$ cat src/design/sfr_pkg.sv
// Shared types, frame layout constants and the CRC-16 byte update for the
// sensor frame receiver. No dependencies.
`default_nettype none

package sfr_pkg;

    localparam int FRAME_LEN  = 21;
    localparam int POS_W      = 5;
    localparam int POS_CRC_LO = FRAME_LEN - 3;
    localparam int POS_CRC_HI = FRAME_LEN - 2;
    localparam int POS_TAIL   = FRAME_LEN - 1;

    localparam logic [15:0] CRC_PRESET = 16'hFFFF;
    localparam logic [15:0] CRC_POLY   = 16'hA001;

    localparam int CFG_IDX_W  = 8;
    localparam int CFG_DATA_W = 8;
    localparam logic [CFG_IDX_W-1:0] CFG_HEADER = 8'd0;
    localparam logic [CFG_IDX_W-1:0] CFG_TAIL   = 8'd1;

    typedef enum logic [1:0] {
        ST_OK       = 2'd0,
        ST_BAD_TAIL = 2'd1,
        ST_BAD_CRC  = 2'd2
    } t_status;

    typedef struct packed {
        t_status            frame_status;
        logic signed [15:0] distance_a;
        logic signed [15:0] distance_b;
        logic signed [15:0] distance_c;
        logic signed [15:0] distance_d;
        logic signed [15:0] distance_e;
        logic [7:0]         switch_state;
        logic signed [15:0] temperature;
        logic signed [15:0] humidity;
        logic signed [15:0] particulate;
    } t_result;

    // Reflected CRC-16, one byte, LSB first.
    function automatic logic [15:0] crc_feed(input logic [15:0] crc, input logic [7:0] b);
        logic [15:0] c;
        c = crc ^ {8'h00, b};
        for (int k = 0; k < 8; k++) begin
            if (c[0]) begin
                c = (c >> 1) ^ CRC_POLY;
            end else begin
                c = c >> 1;
            end
        end
        return c;
    endfunction

endpackage

`default_nettype wire

$ cat src/design/sfr_byte_if.sv
// Byte channel: valid/ready handshake carrying one received serial byte.
// Depends on nothing.
`default_nettype none

interface sfr_byte_if;
    logic       valid;
    logic       ready;
    logic [7:0] rx_byte;

    modport source (output valid, output rx_byte, input ready);
    modport sink   (input valid, input rx_byte, output ready);
endinterface

`default_nettype wire

$ cat src/design/sfr_result_if.sv
// Result channel: valid/ready handshake carrying one decoded frame.
// Depends on sfr_pkg.
`default_nettype none

interface sfr_result_if;
    import sfr_pkg::*;

    logic               valid;
    logic               ready;
    t_status            frame_status;
    logic signed [15:0] distance_a;
    logic signed [15:0] distance_b;
    logic signed [15:0] distance_c;
    logic signed [15:0] distance_d;
    logic signed [15:0] distance_e;
    logic [7:0]         switch_state;
    logic signed [15:0] temperature;
    logic signed [15:0] humidity;
    logic signed [15:0] particulate;

    modport source (output valid, output frame_status, output distance_a, output distance_b,
                    output distance_c, output distance_d, output distance_e,
                    output switch_state, output temperature, output humidity,
                    output particulate, input ready);
    modport sink   (input valid, input frame_status, input distance_a, input distance_b,
                    input distance_c, input distance_d, input distance_e,
                    input switch_state, input temperature, input humidity,
                    input particulate, output ready);
endinterface

`default_nettype wire

$ cat src/design/sfr_collector.sv
// Header hunt, byte position, running CRC and frame byte store.
// Decodes the finished frame combinationally. Depends on sfr_pkg.
`default_nettype none

module sfr_collector (
    input  wire logic                     i_clk,
    input  wire logic                     i_rst_n,
    input  wire logic                     i_fire,
    input  wire logic [7:0]               i_byte,
    input  wire logic [7:0]               i_header,
    input  wire logic [7:0]               i_tail,
    output logic                          o_last,
    output logic                          o_done,
    output sfr_pkg::t_result              o_result
);
    import sfr_pkg::*;

    localparam logic [POS_W-1:0] LAST_POS  = POS_W'(POS_TAIL);
    localparam logic [POS_W-1:0] CRC_END   = POS_W'(POS_CRC_LO);

    logic [POS_W-1:0] r_pos, n_pos;
    logic [15:0]      r_crc, n_crc;
    logic [7:0]       r_store [1:POS_CRC_HI];
    t_status          status;

    always_comb begin
        n_pos = r_pos;
        n_crc = r_crc;
        if (i_fire) begin
            if (r_pos == '0) begin
                if (i_byte == i_header) begin
                    n_pos = POS_W'(1);
                    n_crc = crc_feed(CRC_PRESET, i_byte);
                end
            end else if (r_pos == LAST_POS) begin
                n_pos = '0;
                n_crc = CRC_PRESET;
            end else begin
                n_pos = r_pos + POS_W'(1);
                if (r_pos < CRC_END) begin
                    n_crc = crc_feed(r_crc, i_byte);
                end
            end
        end
    end

    always_ff @(posedge i_clk) begin
        if (!i_rst_n) begin
            r_pos <= '0;
            r_crc <= CRC_PRESET;
        end else begin
            r_pos <= n_pos;
            r_crc <= n_crc;
        end
    end

    // Payload store: no reset, every entry is written before the frame ends.
    always_ff @(posedge i_clk) begin
        if (i_fire && r_pos != '0 && r_pos != LAST_POS) begin
            r_store[r_pos] <= i_byte;
        end
    end

    assign o_last = (r_pos == LAST_POS);
    assign o_done = i_fire && o_last;

    // Tail is checked first; the tail byte is the one on the input now.
    always_comb begin
        if (i_byte != i_tail) begin
            status = ST_BAD_TAIL;
        end else if (r_store[POS_CRC_LO] != r_crc[7:0] || r_store[POS_CRC_HI] != r_crc[15:8]) begin
            status = ST_BAD_CRC;
        end else begin
            status = ST_OK;
        end
    end

    always_comb begin
        o_result = '0;
        o_result.frame_status = status;
        if (status == ST_OK) begin
            o_result.distance_a   = $signed({r_store[1],  r_store[2]});
            o_result.distance_b   = $signed({r_store[3],  r_store[4]});
            o_result.distance_c   = $signed({r_store[5],  r_store[6]});
            o_result.distance_d   = $signed({r_store[7],  r_store[8]});
            o_result.distance_e   = $signed({r_store[9],  r_store[10]});
            o_result.switch_state = r_store[11];
            o_result.temperature  = $signed({r_store[12], r_store[13]});
            o_result.humidity     = $signed({r_store[14], r_store[15]});
            o_result.particulate  = $signed({r_store[16], r_store[17]});
        end
    end

endmodule

`default_nettype wire

$ cat src/design/sfr_out_reg.sv
// Result register: holds one decoded frame until the sink takes the beat.
// Depends on sfr_pkg.
`default_nettype none

module sfr_out_reg (
    input  wire logic             i_clk,
    input  wire logic             i_rst_n,
    input  wire logic             i_load,
    input  wire sfr_pkg::t_result i_result,
    input  wire logic             i_ready,
    output logic                  o_valid,
    output sfr_pkg::t_result      o_result
);
    import sfr_pkg::*;

    logic    r_valid;
    t_result r_result;

    always_ff @(posedge i_clk) begin
        if (!i_rst_n) begin
            r_valid <= 1'b0;
        end else if (i_load) begin
            r_valid <= 1'b1;
        end else if (i_ready) begin
            r_valid <= 1'b0;
        end
    end

    always_ff @(posedge i_clk) begin
        if (i_load) begin
            r_result <= i_result;
        end
    end

    assign o_valid  = r_valid;
    assign o_result = r_result;

endmodule

`default_nettype wire

$ cat src/design/sensor_frame_receiver_crc16.sv
// Latency: a result beat is valid the cycle after the last (tail) byte of a frame is accepted.
// Throughput: one byte per cycle; a frame of 21 bytes gives one result beat.
// The byte side stalls only when the tail byte is offered while the previous result is
// still held in the result register and the sink is not taking it.
// Reset (synchronous, active low): hunt for header, CRC preset, registers read zero,
// no result pending; the frame store itself is not cleared.
`default_nettype none

module sensor_frame_receiver_crc16 (
    input  wire logic                               i_clk,
    input  wire logic                               i_rst_n,
    sfr_byte_if.sink                                i_rx,
    sfr_result_if.source                            o_res,
    input  wire logic                               i_cfg_we,
    input  wire logic [sfr_pkg::CFG_IDX_W-1:0]      i_cfg_idx,
    input  wire logic [sfr_pkg::CFG_DATA_W-1:0]     i_cfg_data
);
    import sfr_pkg::*;

    logic [7:0] r_header;
    logic [7:0] r_tail;
    logic       rx_fire;
    logic       last;
    logic       done;
    logic       out_valid;
    t_result    frame_result;
    t_result    out_result;

    // Configuration: writes to an unknown index are dropped.
    always_ff @(posedge i_clk) begin
        if (!i_rst_n) begin
            r_header <= '0;
            r_tail   <= '0;
        end else if (i_cfg_we) begin
            case (i_cfg_idx)
                CFG_HEADER: r_header <= i_cfg_data;
                CFG_TAIL:   r_tail   <= i_cfg_data;
                default:    ;
            endcase
        end
    end

    // Only the tail byte produces a result, so hold the byte side just for that
    // beat while the result register is full and not draining.
    assign i_rx.ready = !last || !out_valid || o_res.ready;
    assign rx_fire    = i_rx.valid && i_rx.ready;

    sfr_collector u_collector (
        .i_clk    (i_clk),
        .i_rst_n  (i_rst_n),
        .i_fire   (rx_fire),
        .i_byte   (i_rx.rx_byte),
        .i_header (r_header),
        .i_tail   (r_tail),
        .o_last   (last),
        .o_done   (done),
        .o_result (frame_result)
    );

    sfr_out_reg u_out_reg (
        .i_clk    (i_clk),
        .i_rst_n  (i_rst_n),
        .i_load   (done),
        .i_result (frame_result),
        .i_ready  (o_res.ready),
        .o_valid  (out_valid),
        .o_result (out_result)
    );

    // Spread the held frame onto the result channel.
    assign o_res.valid        = out_valid;
    assign o_res.frame_status = out_result.frame_status;
    assign o_res.distance_a   = out_result.distance_a;
    assign o_res.distance_b   = out_result.distance_b;
    assign o_res.distance_c   = out_result.distance_c;
    assign o_res.distance_d   = out_result.distance_d;
    assign o_res.distance_e   = out_result.distance_e;
    assign o_res.switch_state = out_result.switch_state;
    assign o_res.temperature  = out_result.temperature;
    assign o_res.humidity     = out_result.humidity;
    assign o_res.particulate  = out_result.particulate;

endmodule

`default_nettype wire

$ cat src/flat_wrapper.sv
// flat-port wrapper written by rule: the top's interface ports become plain ports
module sensor_frame_receiver_crc16_flat import sfr_pkg::*;
  (i_clk, i_rst_n, i_cfg_we, i_cfg_idx, i_cfg_data, i_rx_valid, i_rx_rx_byte, i_rx_ready, o_res_valid, o_res_frame_status, o_res_distance_a, o_res_distance_b, o_res_distance_c, o_res_distance_d, o_res_distance_e, o_res_switch_state, o_res_temperature, o_res_humidity, o_res_particulate, o_res_ready);
  sfr_byte_if i_rx_i ();
  sfr_result_if o_res_i ();
  input  wire logic i_clk;
  input  wire logic i_rst_n;
  input  wire logic i_cfg_we;
  input  wire logic [sfr_pkg::CFG_IDX_W-1:0] i_cfg_idx;
  input  wire logic [sfr_pkg::CFG_DATA_W-1:0] i_cfg_data;
  input wire logic [$bits(i_rx_i.valid)-1:0] i_rx_valid;
  input wire logic [$bits(i_rx_i.rx_byte)-1:0] i_rx_rx_byte;
  output wire logic [$bits(i_rx_i.ready)-1:0] i_rx_ready;
  output wire logic [$bits(o_res_i.valid)-1:0] o_res_valid;
  output wire logic [$bits(o_res_i.frame_status)-1:0] o_res_frame_status;
  output wire logic [$bits(o_res_i.distance_a)-1:0] o_res_distance_a;
  output wire logic [$bits(o_res_i.distance_b)-1:0] o_res_distance_b;
  output wire logic [$bits(o_res_i.distance_c)-1:0] o_res_distance_c;
  output wire logic [$bits(o_res_i.distance_d)-1:0] o_res_distance_d;
  output wire logic [$bits(o_res_i.distance_e)-1:0] o_res_distance_e;
  output wire logic [$bits(o_res_i.switch_state)-1:0] o_res_switch_state;
  output wire logic [$bits(o_res_i.temperature)-1:0] o_res_temperature;
  output wire logic [$bits(o_res_i.humidity)-1:0] o_res_humidity;
  output wire logic [$bits(o_res_i.particulate)-1:0] o_res_particulate;
  input wire logic [$bits(o_res_i.ready)-1:0] o_res_ready;
  assign i_rx_i.valid = i_rx_valid;
  assign i_rx_i.rx_byte = i_rx_rx_byte;
  assign i_rx_ready = i_rx_i.ready;
  assign o_res_valid = o_res_i.valid;
  assign o_res_frame_status = o_res_i.frame_status;
  assign o_res_distance_a = o_res_i.distance_a;
  assign o_res_distance_b = o_res_i.distance_b;
  assign o_res_distance_c = o_res_i.distance_c;
  assign o_res_distance_d = o_res_i.distance_d;
  assign o_res_distance_e = o_res_i.distance_e;
  assign o_res_switch_state = o_res_i.switch_state;
  assign o_res_temperature = o_res_i.temperature;
  assign o_res_humidity = o_res_i.humidity;
  assign o_res_particulate = o_res_i.particulate;
  assign o_res_i.ready = o_res_ready;
  sensor_frame_receiver_crc16 u_core (.i_clk(i_clk), .i_rst_n(i_rst_n), .i_rx(i_rx_i), .o_res(o_res_i), .i_cfg_we(i_cfg_we), .i_cfg_idx(i_cfg_idx), .i_cfg_data(i_cfg_data));
endmodule
$ cat config.mk
export PLATFORM = sky130hd
export DESIGN_NAME = sensor_frame_receiver_crc16_flat
export DESIGN_NICKNAME = d
export VERILOG_FILES = /design/src/design/sfr_pkg.sv /design/src/design/sfr_byte_if.sv /design/src/design/sfr_result_if.sv /design/src/design/sfr_collector.sv /design/src/design/sfr_out_reg.sv /design/src/design/sensor_frame_receiver_crc16.sv /design/src/flat_wrapper.sv
export SDC_FILE = /design/constraint.sdc
export NUM_CORES = 1
export LEC_CHECK = 0
export ABC_CLOCK_PERIOD_IN_PS = 5500
export BUFFER_PORTS_ARGS = -buffer_cell sky130_fd_sc_hd__buf_2
export CAP_MARGIN = 25
export CORE_ASPECT_RATIO = 0.8
export CORE_MARGIN = 2
export CORE_UTILIZATION = 55
export DETAILED_ROUTE_END_ITERATION = 10
export GPL_TIMING_DRIVEN = 0
export PLACE_DENSITY = 0.84
export RECOVER_POWER = 25
export SLEW_MARGIN = 10
export SYNTH_ARGS = -nofsm -noshare
export SYNTH_HDL_FRONTEND = slang
export SYNTH_SLANG_ARGS = --single-unit
$ cat constraint.sdc
create_clock -name i_clk -period 5.5 [get_ports i_clk]
set_input_delay 0.825 -clock i_clk [delete_from_list [all_inputs] [get_ports i_clk]]
set_output_delay 0.825 -clock i_clk [all_outputs]
set_load 0.01 [all_outputs]
==> run summary, run 1 <==
Post-synth top flop = edfxtp_1
Cell area after synthesis = 12,210 sq um
Die area = 23,410 sq um
Final Max Slew Viols = 72
Core ar. = 21,680 sq um
CTS sink count = 328
Post-route setup slack = 1.766 ns
CP cell instances = clkbuf_1 -> buf_2 -> xor2_1 -> nor4_1 -> nand2_1 -> nor2b_1 -> buf_2 -> buf_2 -> clkbuf_1 -> and2_1
# diodes = 0
Worst-path clk slew = 0.07 ns
Initial DRC count = 573
Die Width = 170.6 microns
Post-synth EDFFs = 290
I/O pin cnt = 169
Share of the yosys chip area belonging to registers = 77.57%
Largest net degree at the start of global routing = 61
Gr usage total = 21.47%
Crit share post-route = 67.89%
Slowest stage cell, crit path = clkbuf_1
DR vias = 6,667
CP dominant cell by count = buf_2
#FFs+latches synth = 328
Maximum fanout along the worst path = 20
Post-synth net total = 785
Final-layout fill cell count = 1,490
Initial core utilization = 56.30%
Total routed wirelength = 24,950 microns
Avg WL per Cell = 19.54 microns
Cell row count = 48
Top post-synthesis cells by count = 290 x edfxtp_1, 146 x and2_1, 47 x xnor2_1
Setup Viol. Count Final = 0
Clk_skew = 0.02338 ns
Slew headroom = -15.03%
Hold path cells = 1
Yosys top cell area share = 71.34%
R2r setup slk = 2.64 ns
Netlist cell types = 43
GRT overflow = 0
Power density cells = 333.5 nW/um^2
Clk Latency, worst-skew pair = 0.57 ns
Final Hold Viols = 0
Async S/R FF share, synth = 0%
Final HPWL DP = 15,950 microns
Min-Delay Endpoint = u_core.u_out_reg.o_result[49]
Post-CTS Hold Fix Bufs = 0
Max frequency = 267.8 MHz
Nets = 986
Pre-CTS WS = 1.775 ns
GPL Wtd Cong = 0.8979
LEAKAGE = 0.005681 uW
Slowest stage delay, CP = 1.03 ns
Worst path required time = 5.93 ns
Crit Reg-Reg Startpoint = u_core.u_collector.r_crc[4]
RSZ-0062 raised after global routing = false
FF-to-FF End = u_core.u_out_reg.o_result[21]
R2R cell count = 9
Final Util = 66.51%
Multi-input gate area = 2587 sq um
Worst-Margin Slew = 1.725 ns
Root buffer cell = clkbuf_16
Post-route insts no fill = 1,277
Critical path class = in2reg
Startpoint Class = input port
Max rail drop VDD = 219.7 uV
Most common cell in the synthesized netlist = edfxtp_1
Post-Synthesis Cells = 752
Number of global-route vias before repair = 6,445
Failing checks = capacitance limit, slew limit
Min cycle time layout = 3.734 ns
Synthesized area per cell = 16.23 sq um
DRT Pass-1 Iters = 5
I/O Buffers = 166
Number of synthesis warnings = 0
Worst Path Arrival = 4.16 ns
Proportion of layout cells with a drive suffix above 1 = 20.98%
Residual DRC = 0
CTS tree = built
Sequential cell area = 9469 sq um
# H-tree levels = 1
First-pass GRT wire length = 37,200 microns
TritonCTS Buffers = 30
WHS = 0.5098 ns
Hold_sp = u_core.u_collector.r_store[11][1]
Hold/Removal Path Class = reg2reg
Setup Buffers After CTS = 0
Initial antenna violation count = 0
Max Root-Sink Buffers = 3
Drt via density = 5.221
Placed insts = 1,220
Status = finished, violations left
Die Y = 137.3 microns
Synth area leader = edfxtp_1
Ranking of synthesized cells by area = edfxtp_1 71%, and2_1 7.5%, dfxtp_1 6.2%
Worst Setup End Kind = register
ANT nets after route = 0
Area growth syn-to-layout = 18.12%
Max-Cap Viols = 3
Post-CTS sizing = 0
## critical path: cells and delay by family
kind	cells	cell delay [ns]
and+or+nand+nor	4	0.78
xor gates and xnor gates	1	0.09
buffers and inverters	5	2.44
## logic make-up after synthesis
logic type	count (synthesis)	share of synthesized area [%]
fa+ha+maj	4	0.4100
xor+xnor	62	4.807
buf+inv	38	1.271
mux	16	1.312
flops	328	77.57
compound gates	50	2.624
simple gates	254	12.00
## stage by stage
stage | area [sq um] | setup TNS, ns | total power, uW
6_report | 14420 | 0 | 4809
3_3_place_gp | 13410 | -76.97 | 2860
3_5_place_dp | 13470 | 0 | 2862
2_1_floorplan | 12210 | 0 | 2810
5_1_grt | 14420 | 0 | 4947
4_1_cts | 14440 | 0 | 4837
## worst max path at each step
stage,cells after the start,end,startpoint,slack (ns)
after floorplan,6,u_core.u_out_reg.o_result[0],u_core.u_collector.r_pos[0],0.59
after global placement,6,u_core.u_out_reg.o_result[110],u_core.u_collector.r_pos[0],-0.58
after detailed placement,10,u_core.u_out_reg.o_result[30],i_rx_rx_byte[6],1.77
after CTS,10,u_core.u_out_reg.o_result[30],i_rx_rx_byte[6],2.35
after global routing,10,u_core.u_out_reg.o_result[100],i_rx_rx_byte[6],1.51
final,10,u_core.u_out_reg.o_result[21],i_rx_rx_byte[0],1.77
## per-layer routing
metal	routed length (microns)	part of all wire, %	vias up	global-route usage (%)
li1	-	-	3106	-
met1	10700	43	3257	30.13
met2	12100	48	271	35.96
met3	1782	7.1	33	3.533
met4	369	1.5	0	4.653
met5	0	0	-	0
## layout by cell type (no fill, tap or decap), types with 2 or more instances in the layout
cell type	n
clkbuf_16	30
clkbuf_8	6
nor4_1	4
a31oi_1	5
a32oi_1	2
and3_1	2
o211ai_1	7
buf_2	154
a21boi_0	2
nor2b_1	24
and2_0	2
nand4_1	7
buf_16	2
nand3_1	4
nor3_1	13
xnor2_1	47
dfxtp_1	38
inv_1	3
and2_1	144
mux2i_1	16
clkinv_2	4
nor2_1	20
a211oi_1	2
o21ai_0	11
nand2b_1	2
a21oi_1	11
edfxtp_1	290
o21ai_1	3
xor2_1	11
nand2_1	26
ha_1	4
clkbuf_1	60
## registers in the layout, summed over array words and instances, names as in the netlist
name / flops
u_core.u_collector.r_store: 152
u_core.u_out_reg.o_valid: 1
u_core.u_collector.r_crc: 16
u_core.u_out_reg.o_result: 138
u_core.u_collector.r_pos: 5
u_core.r_tail: 8
u_core.r_header: 8
## area by class of cell
| cell class | count | share of cell area [%] |
|---|---|---|
| Tap cell | 300 | 2.603 |
| Timing Repair Buffer | 169 | 6.005 |
| Buffer | 35 | 0.9979 |
| Clock inverter | 7 | 0.5814 |
| Sequential cell | 328 | 65.67 |
| Clock buffer | 49 | 6.118 |
| Multi-Input combinational cell | 386 | 17.95 |
| Inverter | 3 | 0.07810 |
## report_power, final
part,leakage [uW],internal (uW),switching (uW),total [uW]
clock,0.000471,1140,856,2000
combinational,0.00194,44.6,75.1,120
sequential,0.00327,2690,0.830,2690
Note: power is estimated with default switching activity, not from simulation.
==> run 2: changes to the inputs <==
- ABC_CLOCK_PERIOD_IN_PS: 5500 -> 3650
- clock period: 5.5 -> 3.65 ns (I/O delays scaled with it)
==> run 2 against run 1 <==
Against the previous run: the run now ends clean; setup slack worse by 0.97 ns; via count up 1.2%; sequential power up 51%; clock power is 50% higher; design area shrank 0.13%; sequential share of layout area is 0.085 points higher; critical path type is now reg2reg; clock-buffer cell count down 12; clock skew grew 0.0012 ns; hold slack lost 0.25 ns.
==> run summary, run 2 (synthesized netlist as in run 1, its figures left out) <==
Status = completed
Largest net degree at the start of global routing = 66
Placed Instance Area = 13,470 sq um
CP cell instances = inv_1 -> ha_1 -> nor2b_1 -> and2_1 -> clkbuf_1 -> o21ai_1 -> nand3_2 -> buf_2 -> a21boi_0 -> o31ai_2
R2r setup slk = 0.80 ns
R2R cell count = 10
Worst-Margin Slew = 0.9908 ns
LEAKAGE = 0.005636 uW
Power density cells = 502.6 nW/um^2
CTS sink count = 328
Die Width = 170.6 microns
Placed insts = 1,220
Post-route setup slack = 0.7987 ns
Post-CTS Hold Fix Bufs = 0
Hold/Removal Path Class = in2reg
Top Family by Delay on Critical Path = compound AO/OA/AOI/OAI gates
Pre-CTS WS = 0.3447 ns
# diodes = 0
I/O Buffers = 166
Sequential cell area = 9469 sq um
Total routed wirelength = 24,940 microns
Maximum fanout along the worst path = 10
FF-to-FF End = u_core.u_collector.r_crc[0]
Setup Viol. Count Final = 0
Final-layout fill cell count = 1,454
Max-Cap Viols = 0
Crit Reg-Reg Startpoint = u_core.u_collector.r_pos[0]
Min cycle time layout = 2.851 ns
ANT nets after route = 0
First-pass GRT wire length = 37,070 microns
WHS = 0.2621 ns
Worst-path clk slew = 0.06 ns
Slowest stage cell, crit path = dfxtp_1
Final Hold Viols = 0
Core ar. = 21,680 sq um
Crit share post-route = 78.12%
Proportion of layout cells with a drive suffix above 1 = 20.27%
Slowest stage delay, CP = 0.44 ns
Max rail drop VDD = 362.5 uV
Post-route insts no fill = 1,277
Clk Latency, worst-skew pair = 0.57 ns
Worst Path Arrival = 3.29 ns
Initial core utilization = 56.30%
I/O pin cnt = 169
Drt via density = 5.281
Post-CTS sizing = 0
# H-tree levels = 1
Worst Setup End Kind = register
Multi-input gate area = 2587 sq um
Worst path required time = 4.09 ns
CP Capture Point = u_core.u_collector.r_crc[0]
Initial antenna violation count = 0
Setup Buffers After CTS = 0
Buf/Inv on CP = 3
Commonest non-fill, non-tap cells in the layout = 290 x edfxtp_1, 147 x buf_2, 146 x and2_1, 59 x clkbuf_1, 47 x xnor2_1
RSZ-0062 raised after global routing = false
Number of global-route vias before repair = 6,477
Area growth syn-to-layout = 17.97%
Initial DRC count = 662
DR vias = 6,744
Final Max Slew Viols = 0
GPL Wtd Cong = 0.9080
WP depth = 10
Startpoint Class = register
Final HPWL DP = 16,030 microns
GRT overflow = 0
Die Y = 137.3 microns
Clk_skew = 0.02458 ns
Most flops, register = u_core.u_collector.r_store
TritonCTS Buffers = 30
Most common cell after layout, fill and taps aside = edfxtp_1
Worst Setup SP = u_core.u_collector.r_pos[0]
Number of flip-flops in the largest register = 152
Max Root-Sink Buffers = 3
Non-Filler Cell Area, Final = 14,400 sq um
Gr usage total = 21.36%
Slew headroom = 33.70%
Residual DRC = 0
Die area = 23,410 sq um
Critical path class = reg2reg
Nets = 986
Max frequency = 350.7 MHz
Root buffer cell = clkbuf_16
DRT Pass-1 Iters = 5
Final total power = 7238 uW
CTS tree = built
Cell row count = 48
Avg WL per Cell = 19.53 microns
## run 2: per-stage QoR
stage                     setup TNS, ns  util, %
after CTS                             0    66.55
final                                 0    66.42
after global placement           -55.89    61.87
after global routing                  0    66.42
after detailed placement              0    62.14
after floorplan                       0        -
## run 2: cell type report
class                      instances  area share, %
tap                              300          2.607
inverter                           3        0.07820
buffer                            35         0.9992
timing repair buffer             169          5.952
clock inverter                    19          1.103
clock buffer                      37          5.535
multi-input combinational        386          17.97
sequential                       328          65.76
## run 2: metal layers
metal / vias up / routed length [microns] / track usage (%)
li1: 3105 / - / -
met1: 3313 / 10900 / 30.70
met2: 287 / 12040 / 34.98
met3: 39 / 1538 / 3.332
met4: 0 / 454 / 4.986
met5: - / 0 / 0
## run 2: worst min path at each step
stage                                          start                              to  slack, ns  depth (start not counted)
floorplan               u_core.u_collector.r_crc[13]    u_core.u_collector.r_crc[13]       0.47                          2
global placement        u_core.u_collector.r_crc[13]    u_core.u_collector.r_crc[13]       0.49                          2
global route                           i_cfg_data[3]                u_core.r_tail[3]       0.27                          3
detailed placement  u_core.u_collector.r_store[5][5]  u_core.u_out_reg.o_result[101]       0.50                          1
finish                                 i_cfg_data[1]                u_core.r_tail[1]       0.26                          3
CTS                                    i_cfg_data[1]                u_core.r_tail[1]       0.25                          3
## run 2: power breakdown
group | internal (uW) | switching [uW]
clock | 1690 | 1310
combinational | 68.5 | 113
sequential | 4050 | 1.24
## run 2: worst register-to-register path, cell delays in order (launching register included)
cell and delay (ns):
dfxtp_1 0.44, inv_1 0.12, ha_1 0.27, nor2b_1 0.21
and2_1 0.16, clkbuf_1 0.18, o21ai_1 0.40, nand3_2 0.35
buf_2 0.29, a21boi_0 0.23, o31ai_2 0.09
